[config.mk]
export PLATFORM = sky130hd
export DESIGN_NAME = ring_window_speed_estimator
export DESIGN_NICKNAME = d
export VERILOG_FILES = /design/src/rtl/rwse_pkg.sv /design/src/rtl/rwse_ram.sv /design/src/rtl/rwse_ctrl.sv /design/src/rtl/rwse_dp.sv /design/src/rtl/ring_window_speed_estimator.sv
export VERILOG_INCLUDE_DIRS = /design/src /design/src/rtl
export SDC_FILE = /design/constraint.sdc
export NUM_CORES = 1
export LEC_CHECK = 0
export BUFFER_PORTS_ARGS = -buffer_cell sky130_fd_sc_hd__buf_2
export CORE_UTILIZATION = 35
export DETAILED_ROUTE_END_ITERATION = 12
export GPL_TIMING_DRIVEN = 0
export PLACE_DENSITY_LB_ADDON = 0.2
export SYNTH_ARGS = -nofsm -noshare
export SYNTH_HDL_FRONTEND = slang
export SYNTH_SLANG_ARGS = --single-unit
[constraint.sdc]
create_clock -name clk -period 7.7 [get_ports clk]
set_clock_uncertainty 0.05 [all_clocks]
set_input_delay 2.31 -clock clk [delete_from_list [all_inputs] [get_ports clk]]
set_output_delay 2.31 -clock clk [all_outputs]
set_load 0.05 [all_outputs]
[src/rtl/ring_window_speed_estimator_macros.svh]
// Assertion helpers used by the estimator datapath.
// Each use expects clk and arst_n in scope.
`ifndef RING_WINDOW_SPEED_ESTIMATOR_MACROS_SVH
`define RING_WINDOW_SPEED_ESTIMATOR_MACROS_SVH

// Consequent holds in the same cycle as the antecedent.
`define RWSE_ASSERT_SAME(label, ante, cons, msg) \
	label: assert property (@(posedge clk) disable iff (!arst_n) (ante) |-> (cons)) \
		else $error(msg);

// Consequent holds in the cycle after the antecedent.
`define RWSE_ASSERT_NEXT(label, ante, cons, msg) \
	label: assert property (@(posedge clk) disable iff (!arst_n) (ante) |=> (cons)) \
		else $error(msg);

`endif

[src/rtl/rwse_pkg.sv]
`timescale 1ns / 1ps

package rwse_pkg;

	localparam int WINDOW_SIZE = 16;
	localparam int IDX_W       = $clog2(WINDOW_SIZE);
	localparam int CNT_W       = $clog2(WINDOW_SIZE + 1);
	localparam int SUM_W       = 16 + $clog2(WINDOW_SIZE);
	localparam int RATE_W      = 10;
	localparam int PROD_W      = SUM_W + RATE_W;
	localparam int DIV         = WINDOW_SIZE - 1;
	localparam int RECIP_SH    = SUM_W;
	localparam int RECIP_W     = RECIP_SH + 1;
	localparam int QMUL_W      = SUM_W + RECIP_W;

	localparam logic [RECIP_W-1:0] RECIP   = RECIP_W'((64'd1 << RECIP_SH) / DIV);
	localparam logic [PROD_W-1:0]  SAT_LIM = PROD_W'(64'd65536 * DIV);
	localparam logic [SUM_W-1:0]   DIV_W   = SUM_W'(DIV);

	localparam int CFG_IDX_W  = 1;
	localparam int CFG_DATA_W = 16;

	localparam logic [CFG_IDX_W-1:0] REG_JUMP_THRESHOLD = 1'd0;
	localparam logic [CFG_IDX_W-1:0] REG_SAMPLE_RATE    = 1'd1;

	localparam logic [15:0]       JUMP_THRESHOLD_RST = 16'd2048;
	localparam logic [RATE_W-1:0] SAMPLE_RATE_RST    = 10'd20;

	localparam logic [1:0] CMD_PUSH  = 2'd0;
	localparam logic [1:0] CMD_POP   = 2'd1;
	localparam logic [1:0] CMD_CLEAR = 2'd2;
	localparam logic [1:0] CMD_QUERY = 2'd3;

	localparam logic [1:0] STATUS_OK        = 2'd0;
	localparam logic [1:0] STATUS_OVERWRITE = 2'd1;
	localparam logic [1:0] STATUS_POP_EMPTY = 2'd2;

	typedef struct packed {
		logic [1:0]  command;
		logic [15:0] sample;
	} in_item_t;

	typedef struct packed {
		logic [15:0] newest_sample;
		logic        is_empty;
		logic        is_full;
		logic [15:0] speed;
		logic [1:0]  status;
	} out_item_t;

	typedef struct packed {
		logic accept;
		logic walk_rd;
		logic newest_rd;
		logic mul;
		logic recip;
		logic fix;
	} ctrl_cmd_t;

	typedef struct packed {
		logic walk_last;
	} dp_status_t;

	function automatic logic [IDX_W-1:0] ring_next(input logic [IDX_W-1:0] i);
		return (i == IDX_W'(WINDOW_SIZE - 1)) ? '0 : i + 1'b1;
	endfunction

endpackage

[src/rtl/rwse_ram.sv]
`timescale 1ns / 1ps

module rwse_ram #(
	parameter int WIDTH = 16,
	parameter int DEPTH = 16
) (
	input  logic                     clk,
	input  logic                     we,
	input  logic [$clog2(DEPTH)-1:0] waddr,
	input  logic [WIDTH-1:0]         wdata,
	input  logic [$clog2(DEPTH)-1:0] raddr,
	output logic [WIDTH-1:0]         rdata
);

	logic [WIDTH-1:0] mem [DEPTH];

	always_ff @(posedge clk) begin
		if (we) begin
			mem[waddr] <= wdata;
		end
		rdata <= mem[raddr];
	end

endmodule

[src/rtl/rwse_ctrl.sv]
`timescale 1ns / 1ps

module rwse_ctrl (
	input  logic                clk,
	input  logic                arst_n,
	input  logic                start,
	output logic                busy,
	input  rwse_pkg::dp_status_t dp_status,
	output rwse_pkg::ctrl_cmd_t  cmd
);

	import rwse_pkg::*;

	typedef enum logic [5:0] {
		ST_IDLE   = 6'b000001,
		ST_WALK   = 6'b000010,
		ST_NEWEST = 6'b000100,
		ST_MUL    = 6'b001000,
		ST_RECIP  = 6'b010000,
		ST_FIX    = 6'b100000
	} state_t;

	state_t state_q, state_d;

	assign busy = (state_q != ST_IDLE);

	always_comb begin
		state_d = state_q;
		cmd     = '0;
		unique case (state_q)
			ST_IDLE: begin
				if (start) begin
					cmd.accept = 1'b1;
					state_d    = ST_WALK;
				end
			end
			ST_WALK: begin
				cmd.walk_rd = 1'b1;
				if (dp_status.walk_last) begin
					state_d = ST_NEWEST;
				end
			end
			ST_NEWEST: begin
				cmd.newest_rd = 1'b1;
				state_d       = ST_MUL;
			end
			ST_MUL: begin
				cmd.mul = 1'b1;
				state_d = ST_RECIP;
			end
			ST_RECIP: begin
				cmd.recip = 1'b1;
				state_d   = ST_FIX;
			end
			ST_FIX: begin
				cmd.fix = 1'b1;
				state_d = ST_IDLE;
			end
			default: begin
				state_d = ST_IDLE;
			end
		endcase
	end

	always_ff @(posedge clk or negedge arst_n) begin
		if (!arst_n) begin
			state_q <= ST_IDLE;
		end else begin
			state_q <= state_d;
		end
	end

endmodule

[src/rtl/rwse_dp.sv]
`timescale 1ns / 1ps

`include "ring_window_speed_estimator_macros.svh"

module rwse_dp (
	input  logic                              clk,
	input  logic                              arst_n,
	input  rwse_pkg::ctrl_cmd_t               cmd,
	output rwse_pkg::dp_status_t              dp_status,
	input  rwse_pkg::in_item_t                item,
	input  logic                              cfg_we,
	input  logic [rwse_pkg::CFG_IDX_W-1:0]    cfg_index,
	input  logic [rwse_pkg::CFG_DATA_W-1:0]   cfg_data,
	output logic                              done,
	output rwse_pkg::out_item_t               result
);

	import rwse_pkg::*;

	// configuration
	logic [15:0]       thr_q;
	logic [RATE_W-1:0] rate_q;

	// ring control
	logic [WINDOW_SIZE-1:0] valid_q;
	logic [IDX_W-1:0]       oldest_q, oldest_d;
	logic [IDX_W-1:0]       newest_q, newest_d;
	logic [CNT_W-1:0]       count_q, count_d;
	logic [1:0]             status_q, status_d;
	logic                   push_we;
	logic [IDX_W-1:0]       push_addr;

	// walk
	logic [IDX_W-1:0] walk_idx_q;
	logic [IDX_W-1:0] walk_cnt_q;
	logic [IDX_W-1:0] rd_addr;
	logic [15:0]      rd_data;
	logic             rd_walk_s1, rd_first_s1, rd_newest_s1, rd_hit_s1;
	logic [15:0]      smp;
	logic [15:0]      prev_q;
	logic [15:0]      diff;
	logic [SUM_W-1:0] sum_q;
	logic [15:0]      newest_smp_q;

	// scaling
	logic [PROD_W-1:0] prod_q;
	logic [SUM_W-1:0]  plow_q;
	logic              sat_q;
	logic [QMUL_W-1:0] qmul;
	logic [15:0]       qest_q;
	logic [SUM_W-1:0]  rem;
	logic [15:0]       speed;

	logic      done_q;
	out_item_t res_q;

	always_comb begin
		oldest_d  = oldest_q;
		newest_d  = newest_q;
		count_d   = count_q;
		status_d  = STATUS_OK;
		push_we   = 1'b0;
		push_addr = ring_next(newest_q);
		unique case (item.command)
			CMD_PUSH: begin
				push_we  = 1'b1;
				newest_d = push_addr;
				if (count_q == CNT_W'(WINDOW_SIZE)) begin
					oldest_d = ring_next(oldest_q);
					status_d = STATUS_OVERWRITE;
				end else begin
					count_d = count_q + 1'b1;
				end
			end
			CMD_POP: begin
				if (count_q == '0) begin
					status_d = STATUS_POP_EMPTY;
				end else begin
					oldest_d = ring_next(oldest_q);
					count_d  = count_q - 1'b1;
				end
			end
			CMD_CLEAR: begin
				oldest_d = '0;
				newest_d = IDX_W'(WINDOW_SIZE - 1);
				count_d  = '0;
			end
			CMD_QUERY: begin
			end
		endcase
	end

	always_ff @(posedge clk or negedge arst_n) begin
		if (!arst_n) begin
			thr_q  <= JUMP_THRESHOLD_RST;
			rate_q <= SAMPLE_RATE_RST;
		end else if (cfg_we) begin
			unique case (cfg_index)
				REG_JUMP_THRESHOLD: thr_q  <= cfg_data;
				REG_SAMPLE_RATE:    rate_q <= cfg_data[RATE_W-1:0];
			endcase
		end
	end

	always_ff @(posedge clk or negedge arst_n) begin
		if (!arst_n) begin
			valid_q  <= '0;
			oldest_q <= '0;
			newest_q <= IDX_W'(WINDOW_SIZE - 1);
			count_q  <= '0;
			status_q <= STATUS_OK;
		end else if (cmd.accept) begin
			oldest_q <= oldest_d;
			newest_q <= newest_d;
			count_q  <= count_d;
			status_q <= status_d;
			if (push_we) begin
				valid_q[push_addr] <= 1'b1;
			end
		end
	end

	rwse_ram #(
		.WIDTH(16),
		.DEPTH(WINDOW_SIZE)
	) u_store (
		.clk  (clk),
		.we   (cmd.accept && push_we),
		.waddr(push_addr),
		.wdata(item.sample),
		.raddr(rd_addr),
		.rdata(rd_data)
	);

	assign rd_addr             = cmd.walk_rd ? walk_idx_q : newest_q;
	assign dp_status.walk_last = (walk_cnt_q == IDX_W'(WINDOW_SIZE - 1));

	always_ff @(posedge clk or negedge arst_n) begin
		if (!arst_n) begin
			walk_cnt_q   <= '0;
			rd_walk_s1   <= 1'b0;
			rd_first_s1  <= 1'b0;
			rd_newest_s1 <= 1'b0;
			rd_hit_s1    <= 1'b0;
			walk_idx_q   <= '0;
		end else begin
			rd_walk_s1   <= cmd.walk_rd;
			rd_first_s1  <= cmd.walk_rd && (walk_cnt_q == '0);
			rd_newest_s1 <= cmd.newest_rd;
			rd_hit_s1    <= valid_q[rd_addr];
			if (cmd.accept) begin
				walk_idx_q <= oldest_d;
				walk_cnt_q <= '0;
			end else if (cmd.walk_rd) begin
				walk_idx_q <= ring_next(walk_idx_q);
				walk_cnt_q <= walk_cnt_q + 1'b1;
			end
		end
	end

	// a slot never written reads as zero
	assign smp  = rd_hit_s1 ? rd_data : '0;
	assign diff = (smp > prev_q) ? smp - prev_q : prev_q - smp;

	always_ff @(posedge clk) begin
		if (rd_walk_s1) begin
			prev_q <= smp;
			if (rd_first_s1) begin
				sum_q <= '0;
			end else if (diff < thr_q) begin
				sum_q <= sum_q + SUM_W'(diff);
			end
		end
		if (rd_newest_s1) begin
			newest_smp_q <= smp;
		end
	end

	// divide by the pair count: reciprocal estimate, then one correction; saturates to all ones
	assign qmul = QMUL_W'(prod_q[SUM_W-1:0]) * QMUL_W'(RECIP);
	assign rem  = plow_q - SUM_W'(qest_q) * DIV_W;

	always_comb begin
		if (sat_q) begin
			speed = 16'hFFFF;
		end else if (rem >= DIV_W) begin
			speed = qest_q + 1'b1;
		end else begin
			speed = qest_q;
		end
	end

	always_ff @(posedge clk) begin
		if (cmd.mul) begin
			prod_q <= PROD_W'(sum_q) * PROD_W'(rate_q);
		end
		if (cmd.recip) begin
			sat_q  <= (prod_q >= SAT_LIM);
			plow_q <= prod_q[SUM_W-1:0];
		end
		if (cmd.fix) begin
			res_q.newest_sample <= newest_smp_q;
			res_q.is_empty      <= (count_q == '0);
			res_q.is_full       <= (count_q == CNT_W'(WINDOW_SIZE));
			res_q.speed         <= speed;
			res_q.status        <= status_q;
		end
	end

	always_ff @(posedge clk) begin
		if (cmd.recip) begin
			qest_q <= qmul[RECIP_SH+15:RECIP_SH];
		end
	end

	always_ff @(posedge clk or negedge arst_n) begin
		if (!arst_n) begin
			done_q <= 1'b0;
		end else begin
			done_q <= cmd.fix;
		end
	end

	assign done   = done_q;
	assign result = res_q;

	`RWSE_ASSERT_SAME(a_count_range, 1'b1, count_q <= CNT_W'(WINDOW_SIZE), "held count beyond window")
	`RWSE_ASSERT_NEXT(a_fix_strobes, cmd.fix, done_q, "scale step without result strobe")
	`RWSE_ASSERT_NEXT(a_single_strobe, done_q, !done_q, "result strobe held for two cycles")

endmodule

[src/rtl/ring_window_speed_estimator.sv]
`timescale 1ns / 1ps

// The result strobe done is registered from the fix step.
// A new command is taken only in idle, while busy is low; the pair walk reads one slot a
// cycle from the single store read port, then newest read, multiply, reciprocal and fix steps.
// The result shows for one cycle on done; the receiver cannot stall.
// Reset: empty ring, oldest/count 0, newest WINDOW_SIZE-1, store reads 0, registers at defaults.
module ring_window_speed_estimator (
	input  logic                            clk,
	input  logic                            arst_n,
	input  logic                            start,
	output logic                            busy,
	input  rwse_pkg::in_item_t              item,
	output logic                            done,
	output rwse_pkg::out_item_t             result,
	input  logic                            cfg_we,
	input  logic [rwse_pkg::CFG_IDX_W-1:0]  cfg_index,
	input  logic [rwse_pkg::CFG_DATA_W-1:0] cfg_data
);

	import rwse_pkg::*;

	ctrl_cmd_t  cmd;
	dp_status_t dp_status;

	rwse_ctrl u_ctrl (
		.clk      (clk),
		.arst_n   (arst_n),
		.start    (start),
		.busy     (busy),
		.dp_status(dp_status),
		.cmd      (cmd)
	);

	rwse_dp u_dp (
		.clk      (clk),
		.arst_n   (arst_n),
		.cmd      (cmd),
		.dp_status(dp_status),
		.item     (item),
		.cfg_we   (cfg_we),
		.cfg_index(cfg_index),
		.cfg_data (cfg_data),
		.done     (done),
		.result   (result)
	);

endmodule
==> results of run 1 <==
## through the flow
| step | instances | setup slack (ns) | hold slack (ns) | utilization (%) |
|---|---|---|---|---|
| floorplan | 2754 | 1.754 | 0.3503 | - |
| global placement | 4083 | 0.2521 | 0.3527 | 37.40 |
| detailed placement | 4110 | 0.2193 | 0.3566 | 37.88 |
| CTS | 4212 | 0.2044 | 0.3714 | 39.81 |
| global route | 4212 | 0.03616 | 0.3741 | 39.81 |
| finish | 4213 | 0.6157 | 0.3701 | 39.81 |
## layout make-up
cell class / count / area, µm² / area share [%]
multi-input combinational: 1764 / 16540 / 44.58
inverter: 383 / 1438 / 3.875
antenna: 1 / 2.502 / 0.006745
buffer: 104 / 419.2 / 1.130
timing repair buffer: 102 / 759.5 / 2.047
tap: 1254 / 1569 / 4.229
clock inverter: 29 / 292.8 / 0.7892
clock buffer: 73 / 1505 / 4.057
sequential: 503 / 14570 / 39.28
## state kept, by name (all words and copies together) (netlist names), 2 cells and up
register and flops:
u_dp.sum_q 20, u_ctrl.state_q 6, u_dp.newest_q 4, u_dp.newest_smp_q 16, u_dp.thr_q 16, u_dp.result 36, u_dp.qest_q 16, u_dp.status_q 2
u_dp.valid_q 16, u_dp.oldest_q 4, u_dp.walk_idx_q 4, u_dp.prev_q 16, u_dp.count_q 5, u_dp.u_store.mem 256, u_dp.plow_q 20, u_dp.u_store.rdata 16
u_dp.rate_q 10, u_dp.prod_q 30, u_dp.walk_cnt_q 4
## layout by cell type (no fill, tap or decap), drive strengths merged, types with 101 or more instances in the layout
cell	instances
nor2	101
inv	385
buf	118
ha	286
nand2	258
a21oi	101
fa	214
and2	116
clkbuf	161
edfxtp	411
## timing repair
action	4_1_cts	5_1_grt
hold endpoints to repair	0	0
setup endpoints to repair	0	23
gates resized for setup	0	2
## path summary, 6_finish.rpt
kind / from / to / slack [ns] / cells after the start
min in group asynchronous: arst_n / u_dp.valid_q[11]$_DFFE_PN0P_ / 1.59 / 1
hold reg to reg: u_dp.newest_smp_q[4]$_DFFE_PP_ / u_dp.result[24]$_DFFE_PP_ / 0.37 / 0
setup reg to reg: u_dp.rd_hit_s1$_DFF_PN0_ / u_dp.sum_q[0]$_SDFFCE_PP0P_ / 0.62 / 24
max in group asynchronous: arst_n / u_dp.thr_q[11]$_DFFE_PN1P_ / 5.29 / 2
setup / recovery: u_dp.rd_hit_s1$_DFF_PN0_ / u_dp.sum_q[0]$_SDFFCE_PP0P_ / 0.62 / 24
hold / removal: u_dp.newest_smp_q[4]$_DFFE_PP_ / u_dp.result[24]$_DFFE_PP_ / 0.37 / 0
## per-layer routing
layer	wire length (µm)	vias up	track usage, %
li1	-	9856	-
met1	34050	10730	22.02
met2	39320	486	29.86
met3	3801	152	2.651
met4	2637	2	5.808
met5	13	-	0
## worst max-delay path, stage by stage (launching register included)
cell      delay (ns)
dfrtp_1         0.48
clkbuf_1        0.46
nand2_1         0.17
inv_1           0.16
ha_1            0.24
clkbuf_1        0.21
a21oi_1         0.21
nand2_1         0.12
a21oi_1         0.15
a21oi_1         0.09
o31ai_2         0.46
clkbuf_1        0.46
clkbuf_2        0.42
mux2_2          0.43
ha_1            0.27
a21boi_0        0.12
o21a_1          0.17
o21a_1          0.16
o21a_1          0.16
o21a_1          0.16
o21a_1          0.15
o21ai_0         0.17
a21oi_1         0.10
a211oi_1        0.25
o311a_1         0.86
## kinds of logic after synthesis
kind of cell    Yosys count  share of synthesized area (%)
compound gates          389                          7.870
simple gates            681                          10.12
xor+xnor                 93                          2.475
buf+inv                 487                          5.638
fa+ha+maj               500                          23.89
mux                     101                          5.722
flops                   503                          44.28
==> reports/metrics.cfg, run 1 <==
[clock_tree]
clk-insertion-delay-late_ns=0.64
root_buffer=clkbuf_16
ctsHoldBuffers=0
cts_buffer_depth=3
numCtsBuffers=54
h-tree-depth=2
cts_sinks=503
cts_tree=done
path_clk_slew_ns=0.06
cts_setup_buffers=0

[synthesis]
synth_edf_count=411
avgSynthCellArea_um2=11.95
yosys_warnings=0
ys_seq_area_share_pct=44.28
synth_cells=2754
synth_top_area_share_pct=37.50
async_reset_ff_share_pct=15.11
yosys.area.top_type=edfxtp_1
ys_ff_latch=503
synth_cell_types=82
syn_area_um2=32910
yosysMostFrequentCell=edfxtp_1
syn-num-nets=3293
synth.area.top_cells=edfxtp_1, fa_1, ha_1, dfrtp_1, mux4_2
synthTopCellsByCount=edfxtp_1, inv_1, ha_1
synth-main-ff-cell=edfxtp_1

[detailed_routing]
wl_um=79820
drc=0
drtIter0Drc=1216
routed_via_density=5.038
vias=21220
wl_per_cell_um=18.95
antenna_left=0
dr.pass1.iters=7

[place]
gp_congestion=0.8438
portBuffers=75
dpl-instance-area_um2=35300
hpwl_um=61420

[sta]
finalMaxSlewViolations=0
post-route-period-util_pct=92.00
worst_pin_slew_ns=0.9670
hold_viol=0
relSlewSlack_pct=33.69
rsz0062_at_grt=no
fmax_ghz=0.1412
period_needed_ns=7.084
setup_violations=0
tns_ns=0

[layout]
drive_above_1_share_pct=12.00
n_fill_cell=8777
syn_to_final_growth_pct=12.73
final_area_um2=37100
layout.nets=3451

[hold_path]
hold_class=flip-flop to flip-flop

[floorplanning]
core_um2=93190
num_rows=112
die_x_um=308.7
die_y_um=308.7
die_area_um2=95260
ios=77
start_util_pct=35.32

[flow_run]
maxCapViolations=0

[grt]
grt_usage_pct=17.28
grt_pass1_wl_um=126600
antenna_found_initial=8
grt_max_degree=42
gr-total-overflow=0
grt_pass1_vias=22370

[setup_path]
cp_max_fo=20
worst_setup_path_end_kind=flip-flop
startpoint_type=flip-flop
crit_type=flip-flop to flip-flop
cp.required_ns=7.88
cp.arrival_ns=7.27

[status]
status=finished, final reports clean

Power of run 1 is left out: the tool's default activity adds up to more than one toggle a clock period on the data nets, which glitch-free logic cannot reach.
==> run 2, diff against run 1 <==
--- a/config.mk
+++ b/config.mk
@@ -7,8 +7,10 @@
 export NUM_CORES = 1
 export LEC_CHECK = 0
 export BUFFER_PORTS_ARGS = -buffer_cell sky130_fd_sc_hd__buf_2
-export CORE_UTILIZATION = 35
+export CAP_MARGIN = 25
+export CORE_UTILIZATION = 50
 export DETAILED_ROUTE_END_ITERATION = 12
+export GPL_ROUTABILITY_DRIVEN = 0
 export GPL_TIMING_DRIVEN = 0
 export PLACE_DENSITY_LB_ADDON = 0.2
 export SYNTH_ARGS = -nofsm -noshare
==> reports/metrics.cfg, run 2 (synthesis results as in run 1) <==
[setup_path]
crit_chain=clkbuf_1, nand2_1, inv_1, ha_1, clkbuf_1, a21oi_1, nand2_1, a21oi_1, a21oi_1, o31ai_2, clkbuf_1, clkbuf_2, mux2_2, ha_1, a21o_1, a21oi_1, o21ba_2, o21ai_0, a211oi_1, nor3_1, a2111oi_1, o21ai_0, xnor2_1, nor2_1
cp.arrival_ns=7.31
cp.required_ns=8.00
crit_type=flip-flop to flip-flop
cp_max_fo=10
startpoint_type=flip-flop
cp_slowest_cell=a2111oi_1
cp_slowest_stage_delay_ns=0.72
crit_top_cell=a21oi_1
worst_setup_path_end_kind=flip-flop

[sta]
post-route-period-util_pct=90.99
setup_violations=0
finalMaxSlewViolations=0
tns_ns=0
relSlewSlack_pct=42.22
period_needed_ns=7.006
hold_viol=0
fmax_ghz=0.1427
rsz0062_at_grt=no
setup_ws_ns=0.6936
worst_pin_slew_ns=0.8426

[layout]
syn_to_final_growth_pct=11.00
regMostFlops=u_dp.u_store.mem
drive_above_1_share_pct=12.03
layout.nets=3448
final_common_cell=edfxtp_1
largest_reg_flops=256
mostFrequentLayoutCells=edfxtp_1, inv_1, ha_1, nand2_1, fa_1
finalNonFillerCells=3807

[place]
portBuffers=75
placed_cells=3710
hpwl_um=56400
dp_slack_ns=0.4469

[clock_tree]
root_buffer=clkbuf_16
h-tree-depth=2
cts_sinks=503
clk-insertion-delay-late_ns=0.62
path_clk_slew_ns=0.06
numCtsBuffers=52
cts_tree=done
cts_setup_buffers=0
cts_buffer_depth=3

[floorplanning]
ios=77
num_rows=93
die_area_um2=66850
die_y_um=258.6
core_um2=64700
die_x_um=258.6
start_util_pct=50.87

[grt]
grt_usage_pct=22.89
grt_pass1_vias=22340
antenna_found_initial=3
grt_pass1_wl_um=119400
gr-total-overflow=0
grt_max_degree=70

[detailed_routing]
vias=21400
wl_um=73620
antenna_left=0
routed_via_density=5.621
dr.pass1.iters=5
wl_per_cell_um=19.34
drtIter0Drc=1425
drc=0

[status]
status=finished, final reports clean

[hold_path]
hold_class=flip-flop to flip-flop

[flow_run]
maxCapViolations=0

[run 2: what timing repair did]
item,CTS,global route
endpoints found under the setup margin,0,23
gates resized for setup,0,3
hold buffers,0,0
[run 2: per-stage QoR]
| step | hold WS (ns) | instance area (µm²) | util (%) |
|---|---|---|---|
| after floorplan | 0.3503 | 32910 | - |
| after global placement | 0.3547 | 34360 | 53.10 |
| after detailed placement | 0.3562 | 34760 | 53.73 |
| after CTS | 0.3572 | 36530 | 56.46 |
| after global routing | 0.3631 | 36530 | 56.47 |
| final | 0.3498 | 36530 | 56.47 |
[run 2: path summary, 6_finish.rpt]
kind	slack, ns	end	cells past startpoint	start
max	0.69	u_dp.sum_q[19]$_SDFFCE_PP0P_	24	u_dp.rd_hit_s1$_DFF_PN0_
min in group asynchronous	1.48	u_dp.done$_DFF_PN0_	1	arst_n
max in group asynchronous	5.43	u_dp.rate_q[4]$_DFFE_PN1P_	2	arst_n
min reg2reg	0.35	u_dp.result[24]$_DFFE_PP_	0	u_dp.newest_smp_q[4]$_DFFE_PP_
max reg2reg	0.69	u_dp.sum_q[19]$_SDFFCE_PP0P_	24	u_dp.rd_hit_s1$_DFF_PN0_
min	0.35	u_dp.result[24]$_DFFE_PP_	0	u_dp.newest_smp_q[4]$_DFFE_PP_
[run 2: critical path: cells and delay by family (launching register included)]
family | cells | cell delay (ns)
AOI/OAI and AO/OA | 11 | 3.05
buffers and inverters | 5 | 1.58
adders and majority gates | 2 | 0.53
DFF | 1 | 0.44
and+or+nand+nor | 4 | 0.44
muxes | 1 | 0.44
xor gates and xnor gates | 1 | 0.18
[run 2: routing by layer]
metal	routed length [µm]	vias to the layer above	GRT usage [%]
met3	4618	108	3.775
met1	31500	10870	30.55
met4	1787	2	6.427
met5	12	-	0
li1	-	9826	-
met2	35700	597	38.67
[run 2: area by class of cell]
cell class | count | area [µm²]
Tap cell | 855 | 1070
Clock inverter | 31 | 340.3
Sequential cell | 503 | 14570
Buffer | 104 | 419.2
Antenna cell | 1 | 2.502
Clock buffer | 65 | 1423
Fill cell | 5380 | 28160
Multi-Input combinational cell | 1764 | 16540
Timing Repair Buffer | 101 | 724.4
Inverter | 383 | 1438
Power of run 2 is left out for the same reason.
